[src/rtl/dstq_pkg.sv]
package dstq_pkg;

  // Queue geometry and field widths
  localparam int QUEUE_DEPTH = 16;
  localparam int TIME_BITS   = 48;
  localparam int MAX_RESULTS = 16;
  localparam int ID_BITS     = 8;
  localparam int ELAPSED_BITS = 16;
  localparam int DELAY_BITS  = 32;
  localparam int PTR_BITS    = $clog2(QUEUE_DEPTH);
  localparam int CNT_BITS    = $clog2(QUEUE_DEPTH + 1);
  localparam int NCNT_BITS   = $clog2(MAX_RESULTS + 1);

  // Request codes
  localparam logic REQ_SCHEDULE = 1'b0;
  localparam logic REQ_UPDATE   = 1'b1;

  typedef struct packed {
    logic                    req_type;
    logic [ELAPSED_BITS-1:0] elapsed;
    logic [ID_BITS-1:0]      task_id;
    logic [DELAY_BITS-1:0]   delay;
  } in_item_t;

  typedef struct packed {
    logic [ID_BITS-1:0] fired_id;
    logic               fired;
    logic               status;
    logic               queue_empty;
    logic               last;
  } out_item_t;

  typedef struct packed {
    logic [TIME_BITS-1:0] deadline;
    logic [ID_BITS-1:0]   task_id;
  } entry_t;

  typedef struct packed {
    logic                we;
    logic [PTR_BITS-1:0] addr;
    entry_t              data;
  } mem_wr_t;

  typedef struct packed {
    logic                re;
    logic [PTR_BITS-1:0] addr;
  } mem_rd_t;

  typedef enum logic [2:0] {
    S_IDLE,
    S_DEADLINE,
    S_INS_RD,
    S_INS_CMP,
    S_INS_PUT,
    S_UPD_RD,
    S_UPD_CMP,
    S_EMIT
  } state_e;

endpackage

[src/rtl/deadline_sorted_timer_queue.sv]
// Channel | Direction | Handshake               | Payload
// in      | input     | in_valid_i / in_ready_o  | in_data_i  (dstq_pkg::in_item_t)
// out     | output    | out_valid_o / out_ready_i| out_data_o (dstq_pkg::out_item_t)
//
// A schedule forms the deadline, then reads each entry with an equal or later deadline and
// moves it up a slot until an earlier entry stops the scan, then writes the new entry. An
// update pops each due head entry until one not yet due, an empty queue or the result limit
// ends the walk. One read port, one write port and one shared add/compare unit set this order.
// A full queue or an empty update goes straight to its result. Reset clears the time counter,
// fill count and head/tail pointers, not the entry memory; a stalled output holds the walk.
module deadline_sorted_timer_queue (
  input  logic               clk_i,
  input  logic               rst_ni,
  input  logic               in_valid_i,
  output logic               in_ready_o,
  input  dstq_pkg::in_item_t in_data_i,
  output logic               out_valid_o,
  input  logic               out_ready_i,
  output dstq_pkg::out_item_t out_data_o
);
  import dstq_pkg::*;

  function automatic logic [PTR_BITS-1:0] ptr_inc(input logic [PTR_BITS-1:0] p);
    ptr_inc = (p == PTR_BITS'(QUEUE_DEPTH - 1)) ? '0 : p + 1'b1;
  endfunction

  function automatic logic [PTR_BITS-1:0] ptr_dec(input logic [PTR_BITS-1:0] p);
    ptr_dec = (p == '0) ? PTR_BITS'(QUEUE_DEPTH - 1) : p - 1'b1;
  endfunction

  state_e               state_q, state_d;
  logic [TIME_BITS-1:0] now_q, now_d;
  logic [TIME_BITS-1:0] dl_q, dl_d;
  logic [CNT_BITS-1:0]  count_q, count_d;
  logic [CNT_BITS-1:0]  scan_q, scan_d;
  logic [PTR_BITS-1:0]  head_q, head_d;
  logic [PTR_BITS-1:0]  tail_q, tail_d;
  logic [PTR_BITS-1:0]  wr_ptr_q, wr_ptr_d;
  logic [NCNT_BITS-1:0] n_q, n_d;
  logic [ID_BITS-1:0]   task_q, task_d;
  logic [DELAY_BITS-1:0] delay_q, delay_d;
  logic [ID_BITS-1:0]   res_id_q, res_id_d;
  logic                 res_fired_q, res_fired_d;
  logic                 res_status_q, res_status_d;

  logic                 out_valid_q;
  out_item_t            out_q;
  logic                 load_out;
  out_item_t            load_item;
  logic                 slot_free;

  logic [TIME_BITS-1:0] op_a, op_b, alu_sum;
  logic                 alu_lt;

  mem_wr_t              mem_wr;
  mem_rd_t              mem_rd;
  entry_t               rd_entry;

  dstq_alu u_alu (
    .op_a_i (op_a),
    .op_b_i (op_b),
    .sum_o  (alu_sum),
    .lt_o   (alu_lt)
  );

  dstq_mem u_mem (
    .clk_i     (clk_i),
    .wr_i      (mem_wr),
    .rd_i      (mem_rd),
    .rd_data_o (rd_entry)
  );

  assign slot_free  = !out_valid_q || out_ready_i;
  assign in_ready_o = (state_q == S_IDLE);

  // Sequencer: operand selection, memory control and result staging.
  always_comb begin
    state_d      = state_q;
    now_d        = now_q;
    dl_d         = dl_q;
    count_d      = count_q;
    scan_d       = scan_q;
    head_d       = head_q;
    tail_d       = tail_q;
    wr_ptr_d     = wr_ptr_q;
    n_d          = n_q;
    task_d       = task_q;
    delay_d      = delay_q;
    res_id_d     = res_id_q;
    res_fired_d  = res_fired_q;
    res_status_d = res_status_q;
    load_out     = 1'b0;
    load_item    = '0;
    op_a         = now_q;
    op_b         = '0;
    mem_wr       = '0;
    mem_rd       = '0;

    case (state_q)
      S_IDLE: begin
        op_b = {{(TIME_BITS - ELAPSED_BITS){1'b0}}, in_data_i.elapsed};
        if (in_valid_i) begin
          now_d        = alu_sum;
          task_d       = in_data_i.task_id;
          delay_d      = in_data_i.delay;
          res_id_d     = '0;
          res_fired_d  = 1'b0;
          res_status_d = 1'b0;
          n_d          = '0;
          if (in_data_i.req_type == REQ_SCHEDULE) begin
            if (count_q == CNT_BITS'(QUEUE_DEPTH)) begin
              res_status_d = 1'b1;
              state_d      = S_EMIT;
            end else begin
              state_d = S_DEADLINE;
            end
          end else if (count_q == '0) begin
            state_d = S_EMIT;
          end else begin
            state_d = S_UPD_RD;
          end
        end
      end

      // Deadline of the new entry; the scan starts at the tail.
      S_DEADLINE: begin
        op_b     = {{(TIME_BITS - DELAY_BITS){1'b0}}, delay_q};
        dl_d     = alu_sum;
        scan_d   = count_q;
        wr_ptr_d = tail_q;
        state_d  = (count_q == '0) ? S_INS_PUT : S_INS_RD;
      end

      S_INS_RD: begin
        mem_rd.re   = 1'b1;
        mem_rd.addr = ptr_dec(wr_ptr_q);
        state_d     = S_INS_CMP;
      end

      // An earlier deadline stops the scan; otherwise the entry moves up.
      S_INS_CMP: begin
        op_a = rd_entry.deadline;
        op_b = dl_q;
        if (alu_lt) begin
          state_d = S_INS_PUT;
        end else begin
          mem_wr.we   = 1'b1;
          mem_wr.addr = wr_ptr_q;
          mem_wr.data = rd_entry;
          wr_ptr_d    = ptr_dec(wr_ptr_q);
          scan_d      = scan_q - 1'b1;
          state_d     = (scan_q == CNT_BITS'(1)) ? S_INS_PUT : S_INS_RD;
        end
      end

      S_INS_PUT: begin
        mem_wr.we            = 1'b1;
        mem_wr.addr          = wr_ptr_q;
        mem_wr.data.deadline = dl_q;
        mem_wr.data.task_id  = task_q;
        tail_d               = ptr_inc(tail_q);
        count_d              = count_q + 1'b1;
        state_d              = S_EMIT;
      end

      S_UPD_RD: begin
        mem_rd.re   = 1'b1;
        mem_rd.addr = head_q;
        state_d     = S_UPD_CMP;
      end

      // A due head entry is popped; the one held before it goes out as not last.
      S_UPD_CMP: begin
        op_b = rd_entry.deadline;
        if (alu_lt) begin
          state_d = S_EMIT;
        end else if (!res_fired_q || slot_free) begin
          if (res_fired_q) begin
            load_out              = 1'b1;
            load_item.fired_id    = res_id_q;
            load_item.fired       = 1'b1;
            load_item.queue_empty = (count_q == '0);
          end
          res_id_d    = rd_entry.task_id;
          res_fired_d = 1'b1;
          head_d      = ptr_inc(head_q);
          count_d     = count_q - 1'b1;
          n_d         = n_q + 1'b1;
          if (count_q == CNT_BITS'(1) || n_d == NCNT_BITS'(MAX_RESULTS)) begin
            state_d = S_EMIT;
          end else begin
            state_d = S_UPD_RD;
          end
        end
      end

      // Final result of the item.
      S_EMIT: begin
        if (slot_free) begin
          load_out              = 1'b1;
          load_item.fired_id    = res_id_q;
          load_item.fired       = res_fired_q;
          load_item.status      = res_status_q;
          load_item.queue_empty = (count_q == '0);
          load_item.last        = 1'b1;
          state_d               = S_IDLE;
        end
      end

      default: begin
        state_d = S_IDLE;
      end
    endcase
  end

  // Control state.
  always_ff @(posedge clk_i or negedge rst_ni) begin
    if (!rst_ni) begin
      state_q <= S_IDLE;
      now_q   <= '0;
      count_q <= '0;
      head_q  <= '0;
      tail_q  <= '0;
    end else begin
      state_q <= state_d;
      now_q   <= now_d;
      count_q <= count_d;
      head_q  <= head_d;
      tail_q  <= tail_d;
    end
  end

  // Working registers of the current item.
  always_ff @(posedge clk_i) begin
    dl_q         <= dl_d;
    scan_q       <= scan_d;
    wr_ptr_q     <= wr_ptr_d;
    n_q          <= n_d;
    task_q       <= task_d;
    delay_q      <= delay_d;
    res_id_q     <= res_id_d;
    res_fired_q  <= res_fired_d;
    res_status_q <= res_status_d;
  end

  // Output register: a result waits here until its transfer.
  always_ff @(posedge clk_i or negedge rst_ni) begin
    if (!rst_ni) begin
      out_valid_q <= 1'b0;
    end else if (load_out) begin
      out_valid_q <= 1'b1;
    end else if (out_ready_i) begin
      out_valid_q <= 1'b0;
    end
  end

  always_ff @(posedge clk_i) begin
    if (load_out) begin
      out_q <= load_item;
    end
  end

  assign out_valid_o = out_valid_q;
  assign out_data_o  = out_q;

endmodule

[src/rtl/dstq_alu.sv]
module dstq_alu (
  input  logic [dstq_pkg::TIME_BITS-1:0] op_a_i,
  input  logic [dstq_pkg::TIME_BITS-1:0] op_b_i,
  output logic [dstq_pkg::TIME_BITS-1:0] sum_o,
  output logic                           lt_o
);
  import dstq_pkg::*;

  logic [TIME_BITS:0] sum_full;

  // Saturating add: a carry out clamps the result to the largest time value.
  assign sum_full = {1'b0, op_a_i} + {1'b0, op_b_i};
  assign sum_o    = sum_full[TIME_BITS] ? {TIME_BITS{1'b1}} : sum_full[TIME_BITS-1:0];

  // Unsigned magnitude compare.
  assign lt_o = (op_a_i < op_b_i);

endmodule

[src/rtl/dstq_mem.sv]
module dstq_mem (
  input  logic              clk_i,
  input  dstq_pkg::mem_wr_t wr_i,
  input  dstq_pkg::mem_rd_t rd_i,
  output dstq_pkg::entry_t  rd_data_o
);
  import dstq_pkg::*;

  entry_t mem_q [QUEUE_DEPTH];
  entry_t rd_data_q;

  // Single write port.
  always_ff @(posedge clk_i) begin
    if (wr_i.we) begin
      mem_q[wr_i.addr] <= wr_i.data;
    end
  end

  // Registered read port; data holds until the next read.
  always_ff @(posedge clk_i) begin
    if (rd_i.re) begin
      rd_data_q <= mem_q[rd_i.addr];
    end
  end

  assign rd_data_o = rd_data_q;

endmodule

[config.mk]
export PLATFORM = sky130hd
export DESIGN_NAME = deadline_sorted_timer_queue
export DESIGN_NICKNAME = d
export VERILOG_FILES = /design/src/rtl/dstq_pkg.sv /design/src/rtl/deadline_sorted_timer_queue.sv /design/src/rtl/dstq_alu.sv /design/src/rtl/dstq_mem.sv
export SDC_FILE = /design/constraint.sdc
export NUM_CORES = 2
export LEC_CHECK = 0
export BUFFER_PORTS_ARGS = -buffer_cell sky130_fd_sc_hd__buf_4
export CAP_MARGIN = 20
export CORE_AREA = 2 2 447 449
export DETAILED_ROUTE_END_ITERATION = 12
export DIE_AREA = 0 0 449 451
export PLACE_DENSITY = 0.52
export SLEW_MARGIN = 25
export SYNTH_ARGS = -nofsm -noshare
export SYNTH_HDL_FRONTEND = slang
export SYNTH_HIERARCHICAL = 1
export SYNTH_SLANG_ARGS = --single-unit
export TNS_END_PERCENT = 20
[constraint.sdc]
create_clock -name clk_i -period 8.7 [get_ports clk_i]
set_clock_uncertainty 0.05 [all_clocks]
set_input_delay 0.87 -clock clk_i [delete_from_list [all_inputs] [get_ports clk_i]]
set_output_delay 0.87 -clock clk_i [all_outputs]
set_load 0.005 [all_outputs]
==> qor.yml <==
run_status:
  status: "finished, final reports clean"
sta:
  rsz0062_at_grt: "false"
  fin_crit_sh: 0.877
  relSlewSlack: 0.302
  hold_slack_ps: 241
  clock.fmax_mhz: 131
  drv_slew: 0
  hold_violations: 0
  setup_viol: 0
  period_needed_ps: 7630
  tightest_slew_ps: 1050
die:
  start_util: 0.248
  ioPinCount: 75
  dieArea_sq_um: 202000
  dieWidth_um: 449
  row_count: 164
  dieHeight_um: 451
  coreArea_sq_um: 198000
cts:
  clk_latency_ps: 750
  clk_pin_slew_ps: 60
  clock-sinks: 1141
  cts_tree: "built"
  htree_levels: 3
  post_cts_buffers: 0
  root_buffer: "clkbuf_16"
  numCtsBuffers: 121
  clockBufferDepth: 3
logic_synthesis:
  synth_area_per_cell_sq_um: 16.9
  async_flop_share: 0.0570
  synthCells: 2913
  yosysTopAreaCell: "edfxtp_1"
  ys_warn_count: 6
  syn-cell-area_sq_um: 49200
  synth.area.top_cells: "edfxtp_1 66%, mux4_2 10%, dfrtp_1 3.3%, ha_1 2.7%, a22oi_1 2.4%"
  synth_seq_cells: 1141
  synth-main-ff-cell: "edfxtp_1"
  syn_nets: 3082
  synth_edf_count: 1076
  synth_seq_area_share: 0.690
  yosys.area.top_type_share: 0.657
  synth.distinct_cells: 89
power_and_ir_drop:
  power_leakage_uw: 0.0187
  vdd_drop_max_mv: 0.240
  switchingPower_uw: 8650
  power_uw: 22800
  clockPowerShare: 0.220
  p_per_area_nw_per_um2: 401
  combPwrFrac: 0.412
  switching_share: 0.379
  power.internal_uw: 14200
  seqPwrFrac: 0.368
setup_path:
  path_max_fanout: 52
  crit_arrival_ps: 7940
  crit_type: "reg2reg"
  required_ps: 9010
  critPathTopFamily: "simple AND/OR/NAND/NOR gates"
  cp-end-kind: "flop"
  crit_slowest_cell: "buf_4"
  crit_buf_inv: 4
  critPathLaunchType: "flop"
  cp_slowest_stage_delay_ps: 760
  crit_chain: "inv_1 > nor2_4 > buf_12 > a22oi_1 > nand2_1 > inv_1 > ha_1 > nand4_1 > nor4_1 > o2111ai_1 > o211ai_1 > nor3_1 > o31a_1 > nor2_4 > nor2_1 > nor2_1 > nand2_1 > nor2_4 > buf_4"
  cpMostUsedCell: "nor2_4"
route:
  wire_per_inst_um: 22.6
  drt_iter0_drc: 2605
  drtAntennaViolNets: 0
  firstDrtPassIters: 5
  route.detailed.drc: 0
  vias: 27200
  wirelength_um: 131000
  post_drt_via_cell_ratio: 4.71
hold_path:
  hold_path.class: "in2reg"
placed_design:
  placed_cells: 5545
  numPortBuffers: 74
  dpl_cell_area_sq_um: 52900
  dpl.hpwl_um: 78900
  place_congestion: 0.866
final_layout:
  final_area_sq_um: 56800
  fin_nets: 3182
  finalNonFillerCells: 5778
  fillers: 19800
  postLayoutCoreUtil: 0.287
  layout-drive-gt1-share: 0.211
  syn_to_final_growth_pct: 15.6
run:
  cap_violations: 0
global_route:
  grt_max_degree: 86
  grt_pass1_vias: 27400
  grt_pass1_wl_um: 192000
  antenna_found_initial: 3
  grt-ovfl-total: 0
  track_usage: 0.127
[worst paths after layout]
check                                       startpoint                             to  slack [ps]  cells past startpoint
max in group asynchronous                       rst_ni          now_q[37]$_DFFE_PN0P_        6960                      3
worst min register to register   now_q[32]$_DFFE_PN0P_          now_q[32]$_DFFE_PN0P_         440                      1
worst min-delay path                     in_data_i[35]            task_q[3]$_DFFE_PP_         240                      1
worst max register to register  state_q[0]$_DFFE_PN0P_  u_mem/mem_q[15][53]$_DFFE_PP_        1070                     19
min in group asynchronous                       rst_ni           now_q[6]$_DFFE_PN0P_         550                      2
worst max-delay path            state_q[0]$_DFFE_PN0P_  u_mem/mem_q[15][53]$_DFFE_PP_        1070                     19
[state kept, by name (all words and copies together) (netlist names), 4 cells and up]
signal and flops:
count_q 5, delay_q 32, dl_q 48, head_q 4, n_q 5, now_q 48, out_data_o 12, res_id_q 8
scan_q 5, tail_q 4, task_q 8, u_mem/mem_q 896, u_mem/rd_data_o 56, wr_ptr_q 4
[logic make-up (layout without fill, tap and decap cells)]
| family | Yosys count | in the layout | synth area share |
|---|---|---|---|
| DFF | 1141 | 1141 | 0.690 |
| and+or+nand+nor | 574 | 574 | 0.0550 |
| AOI/OAI and AO/OA | 496 | 496 | 0.0722 |
| muxes | 280 | 280 | 0.118 |
| buffers and inverters | 265 | 470 | 0.0278 |
| adders and majority gates | 108 | 108 | 0.0276 |
| xor gates and xnor gates | 49 | 49 | 0.00873 |
| other | 0 | 4 | 0 |
[placed cells by master, fill, tap and decap left out, types with 6 or more instances in the layout]
cell type,netlist,routed
edfxtp_1,1076,1076
nand2_1,281,281
mux4_2,224,224
a22oi_1,160,160
clkbuf_16,0,122
buf_4,16,119
ha_1,107,107
inv_1,106,106
a21oi_1,80,80
a22o_1,76,74
nor2_1,86,72
dfrtp_1,65,65
o21ai_0,61,61
xnor2_1,46,46
mux2_4,40,40
clkbuf_1,78,32
nand2_2,30,30
clkinv_1,0,29
nor3_1,31,27
and2_1,21,20
clkinv_2,0,20
o31ai_1,17,17
o21bai_1,17,17
nor2_4,0,16
nor4_1,16,16
nand3_1,16,16
buf_12,7,15
nand2b_1,14,14
nor2b_1,17,14
nand4_1,14,14
a31oi_1,13,13
nand3b_1,9,9
bufinv_16,0,9
mux2_1,8,8
mux2_2,7,7
or3_1,7,7
a211oi_1,6,6
clkinvlp_4,0,6
a21boi_0,6,6
[worst register-to-register path: stages, from the launching register on]
cell and delay [ps]:
dfrtp_1 720, inv_1 310, nor2_4 740, buf_12 370, a22oi_1 140, nand2_1 150
inv_1 60, ha_1 390, nand4_1 150, nor4_1 430, o2111ai_1 190, o211ai_1 190
nor3_1 90, o31a_1 520, nor2_4 210, nor2_1 100, nor2_1 580, nand2_1 410
nor2_4 720, buf_4 760
[synth_stat cells (all sizes together) (34+ instances only)]
cell    count
a21oi      81
a22o       76
a22oi     160
buf        80
clkbuf     78
dfrtp      65
edfxtp   1076
ha        107
inv       107
mux2       55
mux4      224
nand2     311
nor2       88
nor3       34
o21ai      64
xnor2      46
[per-stage QoR]
step	setup WS, ps	setup TNS (ps)
2_1_floorplan	-88.6	-14360
3_3_place_gp	1310	0
3_5_place_dp	1110	0
4_1_cts	1130	0
5_1_grt	627	0
6_report	1070	0
[repair_timing]
action                    in CTS  in global routing
hold buffers                   1                  0
hold endpoints to repair      17                  0
gates resized for setup        0                  0
[power groups by stage]
stage               Combinational [uW]  Sequential, uW  Clock (uW)
global route                     10300            8460        5370
finish                            9390            8390        5030
floorplan                         6770            8150           0
CTS                               9430            8380        5160
detailed placement                9390            8470           0
global placement                  9360            8480           0
[metal layers]
| layer | vias up | global-route usage | share of wire |
|---|---|---|---|
| met4 | 0 | 0.0358 | 0.027 |
| met1 | 14500 | 0.184 | 0.46 |
| met2 | 835 | 0.196 | 0.45 |
| met5 | - | 0 | 0 |
| met3 | 184 | 0.0196 | 0.056 |
| li1 | 11700 | - | - |
[final cells by class]
class	instances	area [sq um]	share of cell area
Sequential cell	1141	33900	0.597
Multi-Input combinational cell	1507	14100	0.247
Tap cell	2656	3320	0.0585
Clock buffer	156	3200	0.0563
Timing Repair Buffer	135	1200	0.0212
Clock inverter	72	703	0.0124
Inverter	107	402	0.00707
Antenna cell	4	10.0	0.000176
Power figures use the tool's default switching activity.
